<file path="config.mk">
export PLATFORM = sky130hd
export DESIGN_NAME = block_rms_meter_unit
export DESIGN_NICKNAME = d
export VERILOG_FILES = /design/src/hw/rtl/rms_mtr_pkg.sv /design/src/hw/rtl/block_rms_meter_unit.sv
export SDC_FILE = /design/constraint.sdc
export NUM_CORES = 1
export LEC_CHECK = 0
export BUFFER_PORTS_ARGS = -buffer_cell sky130_fd_sc_hd__buf_2
export CAP_MARGIN = 0
export CORE_AREA = 2 2 178 180
export DETAILED_ROUTE_END_ITERATION = 16
export DIE_AREA = 0 0 180 182
export PLACE_DENSITY = 0.92
export SLEW_MARGIN = 20
export SYNTH_ARGS = -nofsm -noshare
export SYNTH_HDL_FRONTEND = slang
export SYNTH_SLANG_ARGS = --single-unit
</file>
<file path="constraint.sdc">
create_clock -name clk_i -period 15.26 [get_ports clk_i]
set_input_delay 0 -clock clk_i [delete_from_list [all_inputs] [get_ports clk_i]]
set_output_delay 0 -clock clk_i [all_outputs]
set_load 0.01 [all_outputs]
</file>
<file path="src/hw/rtl/rms_mtr_pkg.sv">
`default_nettype none

package rms_mtr_pkg;

  localparam int unsigned SAMPLE_W  = 24;
  localparam int unsigned LEN_W     = 13;
  localparam int unsigned TAG_W     = 8;
  localparam int unsigned RMS_W     = 24;
  localparam int unsigned MAX_BLOCK = 4096;

  // A square needs 2*SAMPLE_W-1 bits, and the sum adds log2(MAX_BLOCK) bits to that.
  localparam int unsigned SQ_W    = 2 * SAMPLE_W - 1;
  localparam int unsigned SUM_W   = SQ_W + $clog2(MAX_BLOCK);
  // The quotient keeps the full sum width, since a lowered length can end a long block
  // with a small divisor.
  localparam int unsigned WORK_W  = SUM_W + 1;
  localparam int unsigned ROOT_W  = WORK_W / 2;
  localparam int unsigned SREM_W  = ROOT_W + 2;

  localparam int unsigned SQ_STEPS   = SAMPLE_W;
  localparam int unsigned DIV_STEPS  = SUM_W;
  localparam int unsigned ROOT_STEPS = ROOT_W;
  localparam int unsigned STEP_W     = $clog2(DIV_STEPS);

  localparam int unsigned CFG_IDX_W  = 1;
  localparam int unsigned CFG_W      = LEN_W;

  localparam logic [CFG_IDX_W-1:0] REG_BLOCK_LENGTH = 1'd0;
  localparam logic [CFG_IDX_W-1:0] REG_PORT_TAG     = 1'd1;

  localparam logic [LEN_W-1:0] LEN_RESET = LEN_W'(256);
  localparam logic [LEN_W-1:0] LEN_MAX   = LEN_W'(MAX_BLOCK);
  localparam logic [TAG_W-1:0] TAG_RESET = '0;

  typedef enum logic [2:0] {
    ST_IDLE,
    ST_SQUARE,
    ST_CHECK,
    ST_DIVIDE,
    ST_ROOT,
    ST_DONE
  } rms_state_e;

endpackage

`default_nettype wire

</file>
<file path="src/hw/rtl/block_rms_meter_unit.sv">
`default_nettype none
// RMS level meter over blocks of audio samples.
// Input stream: one signed Q1.23 sample per beat on s_axis_tdata. Output stream: one beat
// per finished block on m_axis_tdata, carrying the floored root of the mean square in
// unsigned Q1.23 and the configured port tag. Registers are written through cfg_we_i,
// cfg_idx_i and cfg_data_i: block length (index 0, zero acts as one, capped at 4096) and
// port tag (index 1). Write them only while the meter is idle.
// Each sample is squared by a bit-serial shift-add into the running sum, so s_axis_tready
// drops after every accepted beat until the squaring and the block-end check are done.
// The sample that completes a block also runs a restoring divide by the block length,
// one quotient bit per cycle, and a digit-by-digit square root, one root bit per cycle;
// the result is registered when the meter leaves the done state, and the meter takes a
// new sample in the same cycle that the result becomes valid.
// The result sits in an output register, so the next block keeps running while the
// receiver stalls; only a second result waits for that register to drain, holding
// s_axis_tready low meanwhile.
// Reset clears the sum, the sample count and the output valid, and loads a block length
// of 256 and a port tag of 0.
module block_rms_meter_unit
  import rms_mtr_pkg::*;
(
  input  wire                  clk_i,
  input  wire                  rst_ni,
  input  wire                  s_axis_tvalid,
  output logic                 s_axis_tready,
  input  wire  [SAMPLE_W-1:0]  s_axis_tdata,   // [23:0] sample
  output logic                 m_axis_tvalid,
  input  wire                  m_axis_tready,
  output logic [31:0]          m_axis_tdata,   // [23:0] rms, [31:24] tag
  input  wire                  cfg_we_i,
  input  wire  [CFG_IDX_W-1:0] cfg_idx_i,
  input  wire  [CFG_W-1:0]     cfg_data_i
);

  rms_state_e state_q, state_d;

  logic [LEN_W-1:0]    blen_q;
  logic [TAG_W-1:0]    ptag_q;
  logic [SUM_W-1:0]    sum_q, sum_d;
  logic [LEN_W-1:0]    count_q, count_d;
  logic [STEP_W-1:0]   step_q, step_d;
  logic [SAMPLE_W-1:0] mg_q, mg_d;
  logic [SQ_W-1:0]     ad_q, ad_d;
  logic [LEN_W-1:0]    dr_q, dr_d;
  logic [WORK_W-1:0]   wk_q, wk_d;
  logic [SREM_W-1:0]   sr_q, sr_d;
  logic [ROOT_W-1:0]   rt_q, rt_d;
  logic                out_vld_q, out_vld_d;
  logic [RMS_W-1:0]    out_rms_q;
  logic [TAG_W-1:0]    out_tag_q;

  logic [LEN_W-1:0]    eff_len;
  logic                in_acc;
  logic                out_load;
  logic                last_step;
  logic                block_end;
  logic [SAMPLE_W-1:0] in_mag;
  logic [LEN_W:0]      div_trial;
  logic                div_ge;
  logic [SREM_W+1:0]   sq_rem;
  logic [SREM_W+1:0]   sq_trial;
  logic                sq_ge;

  always_comb begin
    if (blen_q == '0) begin
      eff_len = LEN_W'(1);
    end else if (blen_q > LEN_MAX) begin
      eff_len = LEN_MAX;
    end else begin
      eff_len = blen_q;
    end
  end

  assign in_acc    = s_axis_tvalid && s_axis_tready;
  assign in_mag    = s_axis_tdata[SAMPLE_W-1] ? (~s_axis_tdata + SAMPLE_W'(1)) : s_axis_tdata;
  assign block_end = (count_q >= eff_len);

  always_comb begin
    unique case (state_q)
      ST_SQUARE: last_step = (step_q == STEP_W'(SQ_STEPS - 1));
      ST_DIVIDE: last_step = (step_q == STEP_W'(DIV_STEPS - 1));
      ST_ROOT:   last_step = (step_q == STEP_W'(ROOT_STEPS - 1));
      default:   last_step = 1'b0;
    endcase
  end

  // Restoring divide: remainder with the next dividend bit against the block length.
  assign div_trial = {dr_q, wk_q[SUM_W-1]};
  assign div_ge    = (div_trial >= {1'b0, eff_len});

  // Square root: remainder with the next bit pair against 4*root+1.
  assign sq_rem   = {sr_q, wk_q[WORK_W-1 -: 2]};
  assign sq_trial = {2'b00, rt_q, 2'b01};
  assign sq_ge    = (sq_rem >= sq_trial);

  assign out_load = (state_q == ST_DONE) && (!out_vld_q || m_axis_tready);

  // Next state.
  always_comb begin
    state_d = state_q;
    unique case (state_q)
      ST_IDLE:   if (in_acc) state_d = ST_SQUARE;
      ST_SQUARE: if (last_step) state_d = ST_CHECK;
      ST_CHECK:  state_d = block_end ? ST_DIVIDE : ST_IDLE;
      ST_DIVIDE: if (last_step) state_d = ST_ROOT;
      ST_ROOT:   if (last_step) state_d = ST_DONE;
      ST_DONE:   if (out_load) state_d = ST_IDLE;
      default:   state_d = ST_IDLE;
    endcase
  end

  // Datapath and outputs.
  always_comb begin
    sum_d     = sum_q;
    count_d   = count_q;
    step_d    = last_step ? '0 : step_q + STEP_W'(1);
    mg_d      = mg_q;
    ad_d      = ad_q;
    dr_d      = dr_q;
    wk_d      = wk_q;
    sr_d      = sr_q;
    rt_d      = rt_q;
    out_vld_d = out_vld_q;
    s_axis_tready = (state_q == ST_IDLE);

    if (m_axis_tready) begin
      out_vld_d = 1'b0;
    end

    unique case (state_q)
      ST_IDLE: begin
        step_d = '0;
        if (in_acc) begin
          mg_d    = in_mag;
          ad_d    = SQ_W'(in_mag);
          count_d = count_q + LEN_W'(1);
        end
      end
      ST_SQUARE: begin
        if (mg_q[0]) begin
          sum_d = sum_q + SUM_W'(ad_q);
        end
        mg_d = mg_q >> 1;
        ad_d = ad_q << 1;
      end
      ST_CHECK: begin
        step_d = '0;
        if (block_end) begin
          dr_d    = '0;
          wk_d    = {1'b0, sum_q};
          sum_d   = '0;
          count_d = '0;
        end
      end
      ST_DIVIDE: begin
        dr_d = div_ge ? LEN_W'(div_trial - {1'b0, eff_len}) : div_trial[LEN_W-1:0];
        wk_d = {1'b0, wk_q[SUM_W-2:0], div_ge};
        if (last_step) begin
          sr_d = '0;
          rt_d = '0;
        end
      end
      ST_ROOT: begin
        sr_d = sq_ge ? SREM_W'(sq_rem - sq_trial) : sq_rem[SREM_W-1:0];
        rt_d = {rt_q[ROOT_W-2:0], sq_ge};
        wk_d = {wk_q[WORK_W-3:0], 2'b00};
      end
      ST_DONE: begin
        step_d = '0;
        if (out_load) begin
          out_vld_d = 1'b1;
        end
      end
      default: begin
        step_d = '0;
      end
    endcase
  end

  always_ff @(posedge clk_i or negedge rst_ni) begin
    if (!rst_ni) begin
      state_q   <= ST_IDLE;
      blen_q    <= LEN_RESET;
      ptag_q    <= TAG_RESET;
      sum_q     <= '0;
      count_q   <= '0;
      step_q    <= '0;
      out_vld_q <= 1'b0;
    end else begin
      state_q   <= state_d;
      sum_q     <= sum_d;
      count_q   <= count_d;
      step_q    <= step_d;
      out_vld_q <= out_vld_d;
      if (cfg_we_i) begin
        unique case (cfg_idx_i)
          REG_BLOCK_LENGTH: blen_q <= cfg_data_i;
          REG_PORT_TAG:     ptag_q <= cfg_data_i[TAG_W-1:0];
          default:          ;
        endcase
      end
    end
  end

  always_ff @(posedge clk_i) begin
    mg_q <= mg_d;
    ad_q <= ad_d;
    dr_q <= dr_d;
    wk_q <= wk_d;
    sr_q <= sr_d;
    rt_q <= rt_d;
    if (out_load) begin
      // Only the low bits of a root above full scale are reported.
      out_rms_q <= rt_q[RMS_W-1:0];
      out_tag_q <= ptag_q;
    end
  end

  assign m_axis_tvalid = out_vld_q;
  assign m_axis_tdata  = {out_tag_q, out_rms_q};

endmodule

`default_nettype wire

</file>
* After elaboration in Yosys (flattened, before gate mapping)
Index checks and enable logic that the tools add are counted. W data, S select, Z words.
Storage, ports and cells: output and inout bits 34, word-level logic and storage cells 99, register bits 341, input port bits 43
Cells by class: eq/ne operators 15, reduce and logical (&&, ||, !) cells 22, $lt $le $gt $ge 4, $add $sub $neg 6, bitwise gates (word level) 2, muxes and demuxes 35
Operator list (number):
- $pmux W60 S3 | 1
- $mux W59 | 2
- $pmux W59 S2 | 1
- $pmux W47 S2 | 1
- $mux W13 | 5
- $mux W32 | 2
- $pmux W32 S2 | 1
- $mux W60 | 1
- $pmux W30 S2 | 1
- $add A59 B47 Y59 | 1
- $pmux W13 S2 | 2
- $mux W24 | 2
- $pmux W24 S2 | 1
- $mux W47 | 1
- $ge A34 B32 Y1 | 1
- $sub A32 B32 Y32 | 1
- $mux W30 | 1
- $add A24 B1 Y24 const B | 1
- $not A24 Y24 | 1
- $pmux W3 S6 | 1
- $mux W3 | 5
- $ge A14 B13 Y1 | 1
- $add A13 B1 Y13 const B | 1
- $ge A13 B13 Y1 | 1
- other kinds (26) | 48

* Depth between registers and ports, before layout
Gate-level depths: netlist of run 1.
depth after elaboration 6, gate-level depth with buffers 15, mapped depth without buffers 14

* Worst setup path after synthesis of run 1
Ideal clock, no wire load.
path kind flip-flop to flip-flop, start register state_q[0], end register rt_q[0], enable pin, data required time 14692 ps, buffers on the path 1, setup time 568 ps, clock period less this slack 6332 ps, arrival 5764 ps, stages on the path, launching flop included 7, setup slack 8928 ps, path through dfrtp_1 or3b_2 clkbuf_1 nor2_1 o21ai_0 a21o_1 o21ai_0
Between the ends: cells in the longest elaborated chain, start to end 4, elaborated cells between the ends (all ways) 7, classes of those cells eq/ne (4); mux (1); reduce/logical (2)
RTL lines:
- start: declaration | line block_rms_meter_unit.sv:35 | rms_state_e state_q, state_d;
- start signal: assignment | line block_rms_meter_unit.sv:190 | state_q <= state_d;
- $eq A3 B3 Y1, or another cell as far along | line block_rms_meter_unit.sv:79, block_rms_meter_unit.sv:130
- $pmux W1 S3 | line block_rms_meter_unit.sv:79 | unique case (state_q)
- $ne A2 B2 Y1 (no line)
- $reduce_and A2 Y1 (no line) *
- end signal: assignment | line block_rms_meter_unit.sv:211 | rt_q <= rt_d;
- end: declaration | line block_rms_meter_unit.sv:47 | logic [ROOT_W-1:0] rt_q, rt_d;
Mark *: on every way between the ends. The rest lies on a longest branch, timed or not. A chain may end at the register's enable or synchronous reset.

* Worst setup path after layout of run 1
start register blen_q[4], end register dr_q[10], enable pin
Between the ends: cells in the longest elaborated chain, start to end 6, elaborated cells between the ends (all ways) 7, classes of those cells order compare (2); eq/ne (1); mux (2); reduce/logical (2)
RTL lines:
- start: declaration | line block_rms_meter_unit.sv:37 | logic [LEN_W-1:0] blen_q;
- start signal: assignment | line block_rms_meter_unit.sv:197 | REG_BLOCK_LENGTH: blen_q <= cfg_data_i;
- $gt A13 B13 Y1 | line block_rms_meter_unit.sv:67 | end else if (blen_q > LEN_MAX) begin
- $mux W13 | line block_rms_meter_unit.sv:67
- $mux W13 * | line block_rms_meter_unit.sv:65 | if (blen_q == '0) begin
- $ge A13 B13 Y1 * | line block_rms_meter_unit.sv:76 | assign block_end = (count_q >= eff_len);
- $ne A2 B2 Y1 (no line) *
- $reduce_and A2 Y1 (no line) *
- end signal: assignment | line block_rms_meter_unit.sv:208 | dr_q <= dr_d;
- end: declaration | line block_rms_meter_unit.sv:44 | logic [LEN_W-1:0] dr_q, dr_d;
Marked as above.

==> results of run 1 <==
flip-flops by register name (all words and copies together), names as in the netlist, 13 cells and up:
name       count
wk_q          60
sum_q         59
ad_q          47
sr_q          32
rt_q          30
mg_q          24
out_rms_q     24
blen_q        13
count_q       13
dr_q          13
per-layer routing:
layer	wire length (µm)	share of wire	vias to the layer above	GRT usage
li1	-	-	7361	-
met1	19220	0.40	7698	0.3677
met2	23650	0.49	796	0.4913
met3	3506	0.073	161	0.04152
met4	1903	0.039	0	0.1281
met5	0	0	-	0
kinds of logic (layout without fill, tap and decap cells):
logic type	count (synthesis)	in the layout
AO/OA/AOI/OAI	524	524
XOR/XNOR	98	98
adder cells (fa/ha/maj)	110	110
buffers and inverters	168	260
flip-flops	341	341
multiplexers	43	43
AND/OR/NAND/NOR	706	706
power by group through the flow:
stage / clock [µW] / sequential (µW) / combinational (µW)
6_report: 830 / 1740 / 2460
5_1_grt: 870 / 1770 / 2700
4_1_cts: 828 / 1730 / 2400
3_5_place_dp: 0 / 1740 / 2360
3_3_place_gp: 0 / 1720 / 2250
2_1_floorplan: 0 / 1680 / 1860
placed cells by master (no fill, tap or decap), drive strengths merged, types with 14 or more instances in the layout:
master	n
a211oi	15
a21o	55
a21oi	125
a22oi	58
and2	31
and3	25
buf	92
clkbuf	50
dfrtp	102
dlygate4sd3	33
edfxtp	238
ha	108
inv	71
mux2	20
mux2i	23
nand2	349
nand2b	21
nand3	32
nand4	30
nor2	117
nor2b	15
nor3	26
o211ai	14
o21a	52
o21ai	100
o21bai	15
o31ai	22
or3	16
xnor2	48
xor2	50
worst reg2reg max path: stages (launching register included):
cell                        delay (ns)
sky130_fd_sc_hd__dfrtp_1          0.40
sky130_fd_sc_hd__nor4_1           0.40
sky130_fd_sc_hd__a31oi_1          0.13
sky130_fd_sc_hd__nor2_1           0.22
sky130_fd_sc_hd__ha_1             0.28
sky130_fd_sc_hd__nand2b_1         0.14
sky130_fd_sc_hd__a2111oi_0        0.45
sky130_fd_sc_hd__o21a_1           0.19
sky130_fd_sc_hd__o21ai_0          0.10
sky130_fd_sc_hd__a31oi_1          0.34
sky130_fd_sc_hd__nand2b_1         0.80
sky130_fd_sc_hd__nand2_1          0.57
what timing repair did:
action | in CTS | in global routing
hold buffers | 33 | 1
hold endpoints to repair | 83 | 1
resized for setup | 0 | 0
per-stage QoR:
| stage | std cells | instance area (µm²) |
|---|---|---|
| floorplan | 1990 | 19880 |
| global placement | 2386 | 20480 |
| detailed placement | 2386 | 20480 |
| CTS | 2483 | 21900 |
| global route | 2484 | 21920 |
| finish | 2484 | 21920 |
layout make-up:
cell class	count	share of cell area
multi-input combinational	1481	0.4334
inverter	71	0.01216
clock buffer	50	0.04493
timing repair buffer	125	0.03859
tap	402	0.02295
sequential	341	0.4438
clock inverter	14	0.004225
worst max-delay path by stage:
stage                     from        to  cells after the start
floorplan           state_q[0]   rt_q[0]                      6
global placement     blen_q[4]  dr_q[10]                     11
detailed placement   blen_q[4]  dr_q[10]                     11
CTS                  blen_q[4]  dr_q[10]                     11
global route         blen_q[6]  dr_q[10]                     11
finish               blen_q[4]  dr_q[10]                     11
==> impl_results.md, run 1 <==
* Outcome: complete, no violations
* Sequential cell area at roughly 9700 µm²
* Number of buffers inserted to repair setup after CTS at 0
* Min-Delay Endpoint: ad_q[7]
* Max Clk Rate at 0.2259 GHz
* Post-detailed-route via-to-cell ratio at 6.448
* Width of the die at about 180 µm
* Ys Warns at 0
* Final setup TNS at 0 ns
* Critical path fanouts, max at 25
* Net count after synthesis at 2143
* Summed instance area of the synthesized netlist at 19880 µm²
* Buffer levels on the longest clock path at 3
* Row Count at 65
* Slew at the pin closest to its max-slew limit at between 1 and 1.5 ns
* Total routing usage reported by global routing at 0.2882
* Reg2reg path depth at 11
* Initial antenna violation count at 0
* Number of buffers added by the clock tree synthesis step at 36
* Adder-Cell Fraction of Synth Area at 0.07000
* Critical path startpoint category: flip-flop
* Crit path buffers/inverters at 0
* Number of top-level design ports at 77
* Number of max-slew violations in the final report at 0
* Register share of total power at 0.346
* GPL Wtd Cong at 0.9128
* Period utilization at 0.2901
* Areal power density over the cells at roughly 230 nW/µm²
* Synthesized-area fraction occupied by and/or/nand/nor cells at 0.1641
* Setup repair after global routing missed its margin: no
* CP max stage cell: sky130_fd_sc_hd__nand2b_1
* Min-Delay Path Class: in2reg
* Cell at the root of the clock tree: sky130_fd_sc_hd__clkbuf_16
* Core region area at 30990 µm²
* Register-to-register setup slack at about 11 ns
* Hold Path Stages at 4
* Number of enable flip-flop cells after synthesis at 238
* Largest net degree at the start of global routing at 72
* Post-route minimum period at 4.428 ns
* Finish-stage setup viols at 0
* Clock tree from TritonCTS: done
* Ys flop type: sky130_fd_sc_hd__edfxtp_1
* Die Y at 182 µm
* DIE AREA at 32760 µm²
* Overall power consumption at 5026 µW
* Antenna fix cells at 0
* Area growth from synthesis to layout at 10.27%
* Xor and xnor fraction of the mapped netlist area at 0.04319
* Internal power of the cells at 2877 µW
* Combinational cell fraction of total power at 0.489
* Worst path top cell family by delay: simple AND/OR/NAND/NOR gates
* Net switching share of the total power at 0.4275
* Starting Density at 0.6414
* Fraction of synthesized cell area taken by the top area cell type at 0.3596
* Worst-path cell chain: nor4_1, a31oi_1, nor2_1, ha_1, nand2b_1, a2111oi_0, o21a_1, o21ai_0, a31oi_1, nand2b_1, nand2_1
* HPWL reported at the end of detailed placement at 30690 µm
* Wire length reported by the detailed router at 48280 µm
* Clock network fraction of design power at 0.165
* Drt initial violations at about 1600
* Global-route wire length before repair at approximately 78000 µm
* Total of buffers placed on input and output ports at 76
* Most common library cells after synthesis: 348 x sky130_fd_sc_hd__nand2_1, 238 x sky130_fd_sc_hd__edfxtp_1, 121 x sky130_fd_sc_hd__a21oi_1
* Register area share after synthesis at 0.4893
* Aggregate global routing overflow at 0
* Number of distinct library cell variants in the gate-level netlist after synthesis at 85
* Depth of the CTS H-tree at 2
* Final ANT Viol Nets at 0
* Worst slew margin relative to its limit at 0.3095
* Leakage power at between 0.009 and 0.01 µW
* DR pass1 iterations at 5
* Worst hold margin at 0.002921 ns
* Vias in the first global route at 15820
* Asr flop ratio synth at 0.3021
* Via total after detailed routing at 16020
* Most area-hungry cell type in the Yosys netlist: sky130_fd_sc_hd__edfxtp_1
* Filler Cells Inserted at just over 2000
* PnR worst setup slack at 10.83 ns
* Total of max-cap violations at 0
* Required time reported for the critical path endpoint at 15.37 ns
* Hold Startpoint: s_axis_tdata[7]
* Worst setup EP type: flip-flop
* Most instantiated library cell after synthesis: sky130_fd_sc_hd__nand2_1
* Synth Area in Compound Gates at 0.1753
* Slowest stage delay, CP at about 0.80 ns
* Reg2Reg Launch Point: blen_q[4]
* Multi-input gate area at 9498 µm²
* Final count of hold timing violations at 0
* DRC at 0
* Instance count of the mapped netlist at roughly 2000
* Average wire per cell in the routed design at 19.43 µm
* Ratio of cells with drive above 1 in the final layout at 0.09798
* Setup skew after layout at 0.02747 ns
* Largest family of logic cells by synthesized area: compound AO/OA/AOI/OAI gates
* Layout Utilization at 0.7073
* TritonCTS sink count at ~340
* Number of nets in the finished design at 2209
* Post-synthesis sequential element count at 341
* Setup Slack @ Placement at 10.96 ns
* Clock network latency to the later pin of the worst-skew pair at 0.53 ns
* Average footprint of a synthesized cell at 9.988 µm²
* Arrival @ worst endpoint at roughly 4.5 ns
* Critical path type: reg2reg
* Net Sw Power at 2148 µW
* Largest cells by area after synthesis: sky130_fd_sc_hd__edfxtp_1 36%, sky130_fd_sc_hd__dfrtp_1 13%, sky130_fd_sc_hd__ha_1 6.8%
* Clock slew at the register clock pins of the worst setup and hold paths at 0.07 ns
* Multiplexer fraction of the synthesized cell area at 0.02291
* Reg-to-reg endpoint: dr_q[10]
* Maximum VDD drop at 0.1909 mV
No activity file was read; power rests on OpenSTA's default activity.
==> inputs of run 2 (changes only) <==
--- a/config.mk
+++ b/config.mk
@@ -5,12 +5,13 @@
 export SDC_FILE = /design/constraint.sdc
 export NUM_CORES = 1
 export LEC_CHECK = 0
+export ABC_AREA = 1
 export BUFFER_PORTS_ARGS = -buffer_cell sky130_fd_sc_hd__buf_2
 export CAP_MARGIN = 0
-export CORE_AREA = 2 2 178 180
+export CORE_AREA = 2 2 201 203
 export DETAILED_ROUTE_END_ITERATION = 16
-export DIE_AREA = 0 0 180 182
-export PLACE_DENSITY = 0.92
+export DIE_AREA = 0 0 203 205
+export PLACE_DENSITY = 0.85
 export SLEW_MARGIN = 20
 export SYNTH_ARGS = -nofsm -noshare
 export SYNTH_HDL_FRONTEND = slang
==> constraint.sdc (replaced) <==
create_clock -name clk_i -period 3.8 [get_ports clk_i]
set_input_delay 0 -clock clk_i [delete_from_list [all_inputs] [get_ports clk_i]]
set_output_delay 0 -clock clk_i [all_outputs]
set_load 0.01 [all_outputs]
==> run 2 against run 1 <==
Effect of this change:
- sequential cell count stayed put
- clock skew fell by 0.0035 ns
- synthesized area rose by 12%
- utilization decreased by 7.5 points
- largest cell class is now multi-input gates
==> impl_results.md, run 2 <==
* Areal power density over the cells at 813.6 nW/µm²
* Fraction of synthesized cell area taken by the top area cell type at 0.3215
* Summed instance area of the synthesized netlist at 22230 µm²
* Number of max-slew violations in the final report at 0
* Xor and xnor fraction of the mapped netlist area at 0.02640
* Starting Density at 0.5646
* Instance count of the mapped netlist at 2947
* Critical path fanouts, max at 27
* Finish-stage setup viols at 0
* Initial antenna violation count at 0
* Core region area at approximately 39000 µm²
* Commonest cells after routing, fill and taps aside: 930 x sky130_fd_sc_hd__nand2_1, 456 x sky130_fd_sc_hd__inv_1, 341 x sky130_fd_sc_hd__nor2_1
* DIE AREA at 41620 µm²
* Final setup TNS at 0 ns
* Largest net degree at the start of global routing at 77
* Number of hold buffers added after CTS at 45
* Required time reported for the critical path endpoint at 4.20 ns
* Post-route minimum period at ~3.4 ns
* CP max stage cell: sky130_fd_sc_hd__dfrtp_1
* Width of the die at 203 µm
* Slowest stage delay, CP at roughly 0.40 ns
* Sequential cell area at between 9000 and 10000 µm²
* HPWL reported at the end of detailed placement at approximately 45000 µm
* Met1 layer usage reported by global route at 0.3867
* Total routing usage reported by global routing at 0.2979
* Leading registers by flop count: wk_q: 60 flops, sum_q: 59 flops, ad_q: 47 flops
* Capture point of the worst path: dr_q[10]
* Register area share after synthesis at 0.4376
* Largest cells by area after synthesis: sky130_fd_sc_hd__edfxtp_1 32%, sky130_fd_sc_hd__nand2_1 16%, sky130_fd_sc_hd__dfrtp_1 11%
* Number of nets in the finished design at 3213
* Multiplexer fraction of the synthesized cell area at 0.002027
* Number of buffers inserted to repair setup after CTS at 0
* Number of gates resized after cts at 0
* Clock tree from TritonCTS: done
* Launch point of the critical path: blen_q[4]
* Register-to-register setup slack at 0.37 ns
* DR pass1 iterations at 6
* Worst setup EP type: flip-flop
* Met2 demand-to-capacity share in global routing at 0.5159
* Leakage power at roughly 0.012 µW
* Outcome: complete, no violations
* DRC at 0
* Most common library cells after synthesis: 933 x sky130_fd_sc_hd__nand2_1, 457 x sky130_fd_sc_hd__inv_1, 342 x sky130_fd_sc_hd__nor2_1
* Reg2Reg Launch Point: blen_q[4]
* Adder-Cell Fraction of Synth Area at 0.06260
* Arrival @ worst endpoint at 3.83 ns
* Highest-utilization routing layer at the global route stage: met2
* Total of buffers placed on input and output ports at 76
* Buffer levels on the longest clock path at 3
* Slew at the pin closest to its max-slew limit at 1.037 ns
* Net count after synthesis at 3100
* Depth of the CTS H-tree at 2
* Synth Area in Compound Gates at 0.09728
* Post-detailed-route via-to-cell ratio at 5.504
* Period utilization at 0.9036
* Area growth from synthesis to layout at 11.90%
* Global-route wire length before repair at roughly 100000 µm
* Multi-input gate area at 10510 µm²
* Max Clk Rate at 0.2912 GHz
* Setup skew after layout at 0.02397 ns
* Met3 routing resource usage after global routing at 0.03277
* Via total after detailed routing at 19900
* Cell at the root of the clock tree: sky130_fd_sc_hd__clkbuf_16
* Number of buffers added by the clock tree synthesis step at 39
* Critical path startpoint category: flip-flop
* Reg-to-reg endpoint: dr_q[10]
* Setup repair after global routing missed its margin: no
* Largest Register: wk_q
* Antenna fix cells at 0
* Final std cell area, no fill at 24870 µm²
* Wire length reported by the detailed router at 61280 µm
* Number of distinct library cell variants in the gate-level netlist after synthesis at 48
* Final ANT Viol Nets at 0
* Clock slew at the register clock pins of the worst setup and hold paths at approximately 0.060 ns
* Setup Slack @ Placement at 0.4415 ns
* Ys Warns at 0
* Worst-path cell chain: nor4_1, and2_1, a21oi_1, clkinv_1, nand2_1, ha_1, nand2_1, o21ai_1, inv_1, o21bai_1, nand4_1, nand3_2, o21ai_0, a21oi_1
* Row Count at 73
* Reg2reg path depth at 14
* Number of enable flip-flop cells after synthesis at 238
* Asr flop ratio synth at 0.3021
* Worst hold margin at 0.02891 ns
* Clock network latency to the later pin of the worst-skew pair at 0.58 ns
* Max reg flops at 60
* Number of top-level design ports at 77
* Worst slew margin relative to its limit at 0.3047
* Most instantiated library cell after synthesis: sky130_fd_sc_hd__nand2_1
* Drt initial violations at 1751
* Maximum VDD drop at between 0.4 and 0.5 mV
* PnR worst setup slack at 0.3665 ns
* Ratio of cells with drive above 1 in the final layout at 0.06147
* Average footprint of a synthesized cell at around 7.5 µm²
* TritonCTS sink count at 341
* Most area-hungry cell type in the Yosys netlist: sky130_fd_sc_hd__edfxtp_1
* Most frequent standard cell in the layout excluding fill and tap cells: sky130_fd_sc_hd__nand2_1
* Post-placement cell area at 23150 µm²
* Largest family of logic cells by synthesized area: simple AND/OR/NAND/NOR gates
* Total of max-cap violations at 0
* Vias in the first global route at 19510
* Synthesized-area fraction occupied by and/or/nand/nor cells at 0.2825
* GPL Wtd Cong at 1.027
* Filler Cells Inserted at 3441
* Die Y at 205 µm
* Critical path type: reg2reg
* Ys flop type: sky130_fd_sc_hd__edfxtp_1
* Post-synthesis sequential element count at between 300 and 400
* Final count of hold timing violations at 0
* Aggregate global routing overflow at 0
* Average wire per cell in the routed design at 16.95 µm
* Min-Delay Path Class: in2async
[run 2: cell type report]
class / count / share of cell area
Multi-Input combinational cell: 2079 / 0.4224
Clock inverter: 27 / 0.01072
Inverter: 463 / 0.06988
Tap cell: 525 / 0.02641
Sequential cell: 341 / 0.3910
Clock buffer: 45 / 0.04014
Timing Repair Buffer: 136 / 0.03944
[run 2: critical path, delay by kind of cell, from the launching register on]
family / cells / cell delay [ns]
AND/OR/NAND/NOR: 6 / 1.27
AO/OA/AOI/OAI: 5 / 0.93
adder cells (fa/ha/maj): 1 / 0.38
flip-flops: 1 / 0.40
buffers and inverters: 2 / 0.27
[run 2: layer usage]
metal | wire length [µm] | share of wire
met3 | 3521 | 0.057
met1 | 26410 | 0.43
met2 | 29520 | 0.48
met4 | 1830 | 0.030
met5 | 0 | 0
[run 2: stage by stage]
| stage | cells | utilization | total power (µW) |
|---|---|---|---|
| floorplan | 2947 | - | 13530 |
| global placement | 3499 | 0.5878 | 16020 |
| detailed placement | 3499 | 0.5880 | 16290 |
| CTS | 3616 | 0.6318 | 20150 |
| global route | 3616 | 0.6318 | 21760 |
| finish | 3616 | 0.6318 | 20230 |
[run 2: worst min-delay path by stage]
stage                                start         to  cells past startpoint
final                               rst_ni  sum_q[24]                      3
after global routing                rst_ni  sum_q[26]                      3
after CTS                 s_axis_tdata[23]    ad_q[5]                      4
after detailed placement            rst_ni  sum_q[29]                      1
after global placement              rst_ni  sum_q[29]                      1
after floorplan                     rst_ni  blen_q[0]                      0
[run 2: cells by family (layout without fill, tap and decap cells)]
kind of cell | count (synthesis) | in the layout
AND/OR/NAND/NOR | 1532 | 1532
buffers and inverters | 527 | 671
AO/OA/AOI/OAI | 366 | 366
flip-flops | 341 | 341
adder cells (fa/ha/maj) | 110 | 110
XOR/XNOR | 67 | 67
multiplexers | 4 | 4
[run 2: report_power, final]
group          internal, µW  switching [µW]
clock network          2120            1630
logic                  3240            6710
registers              5690             846
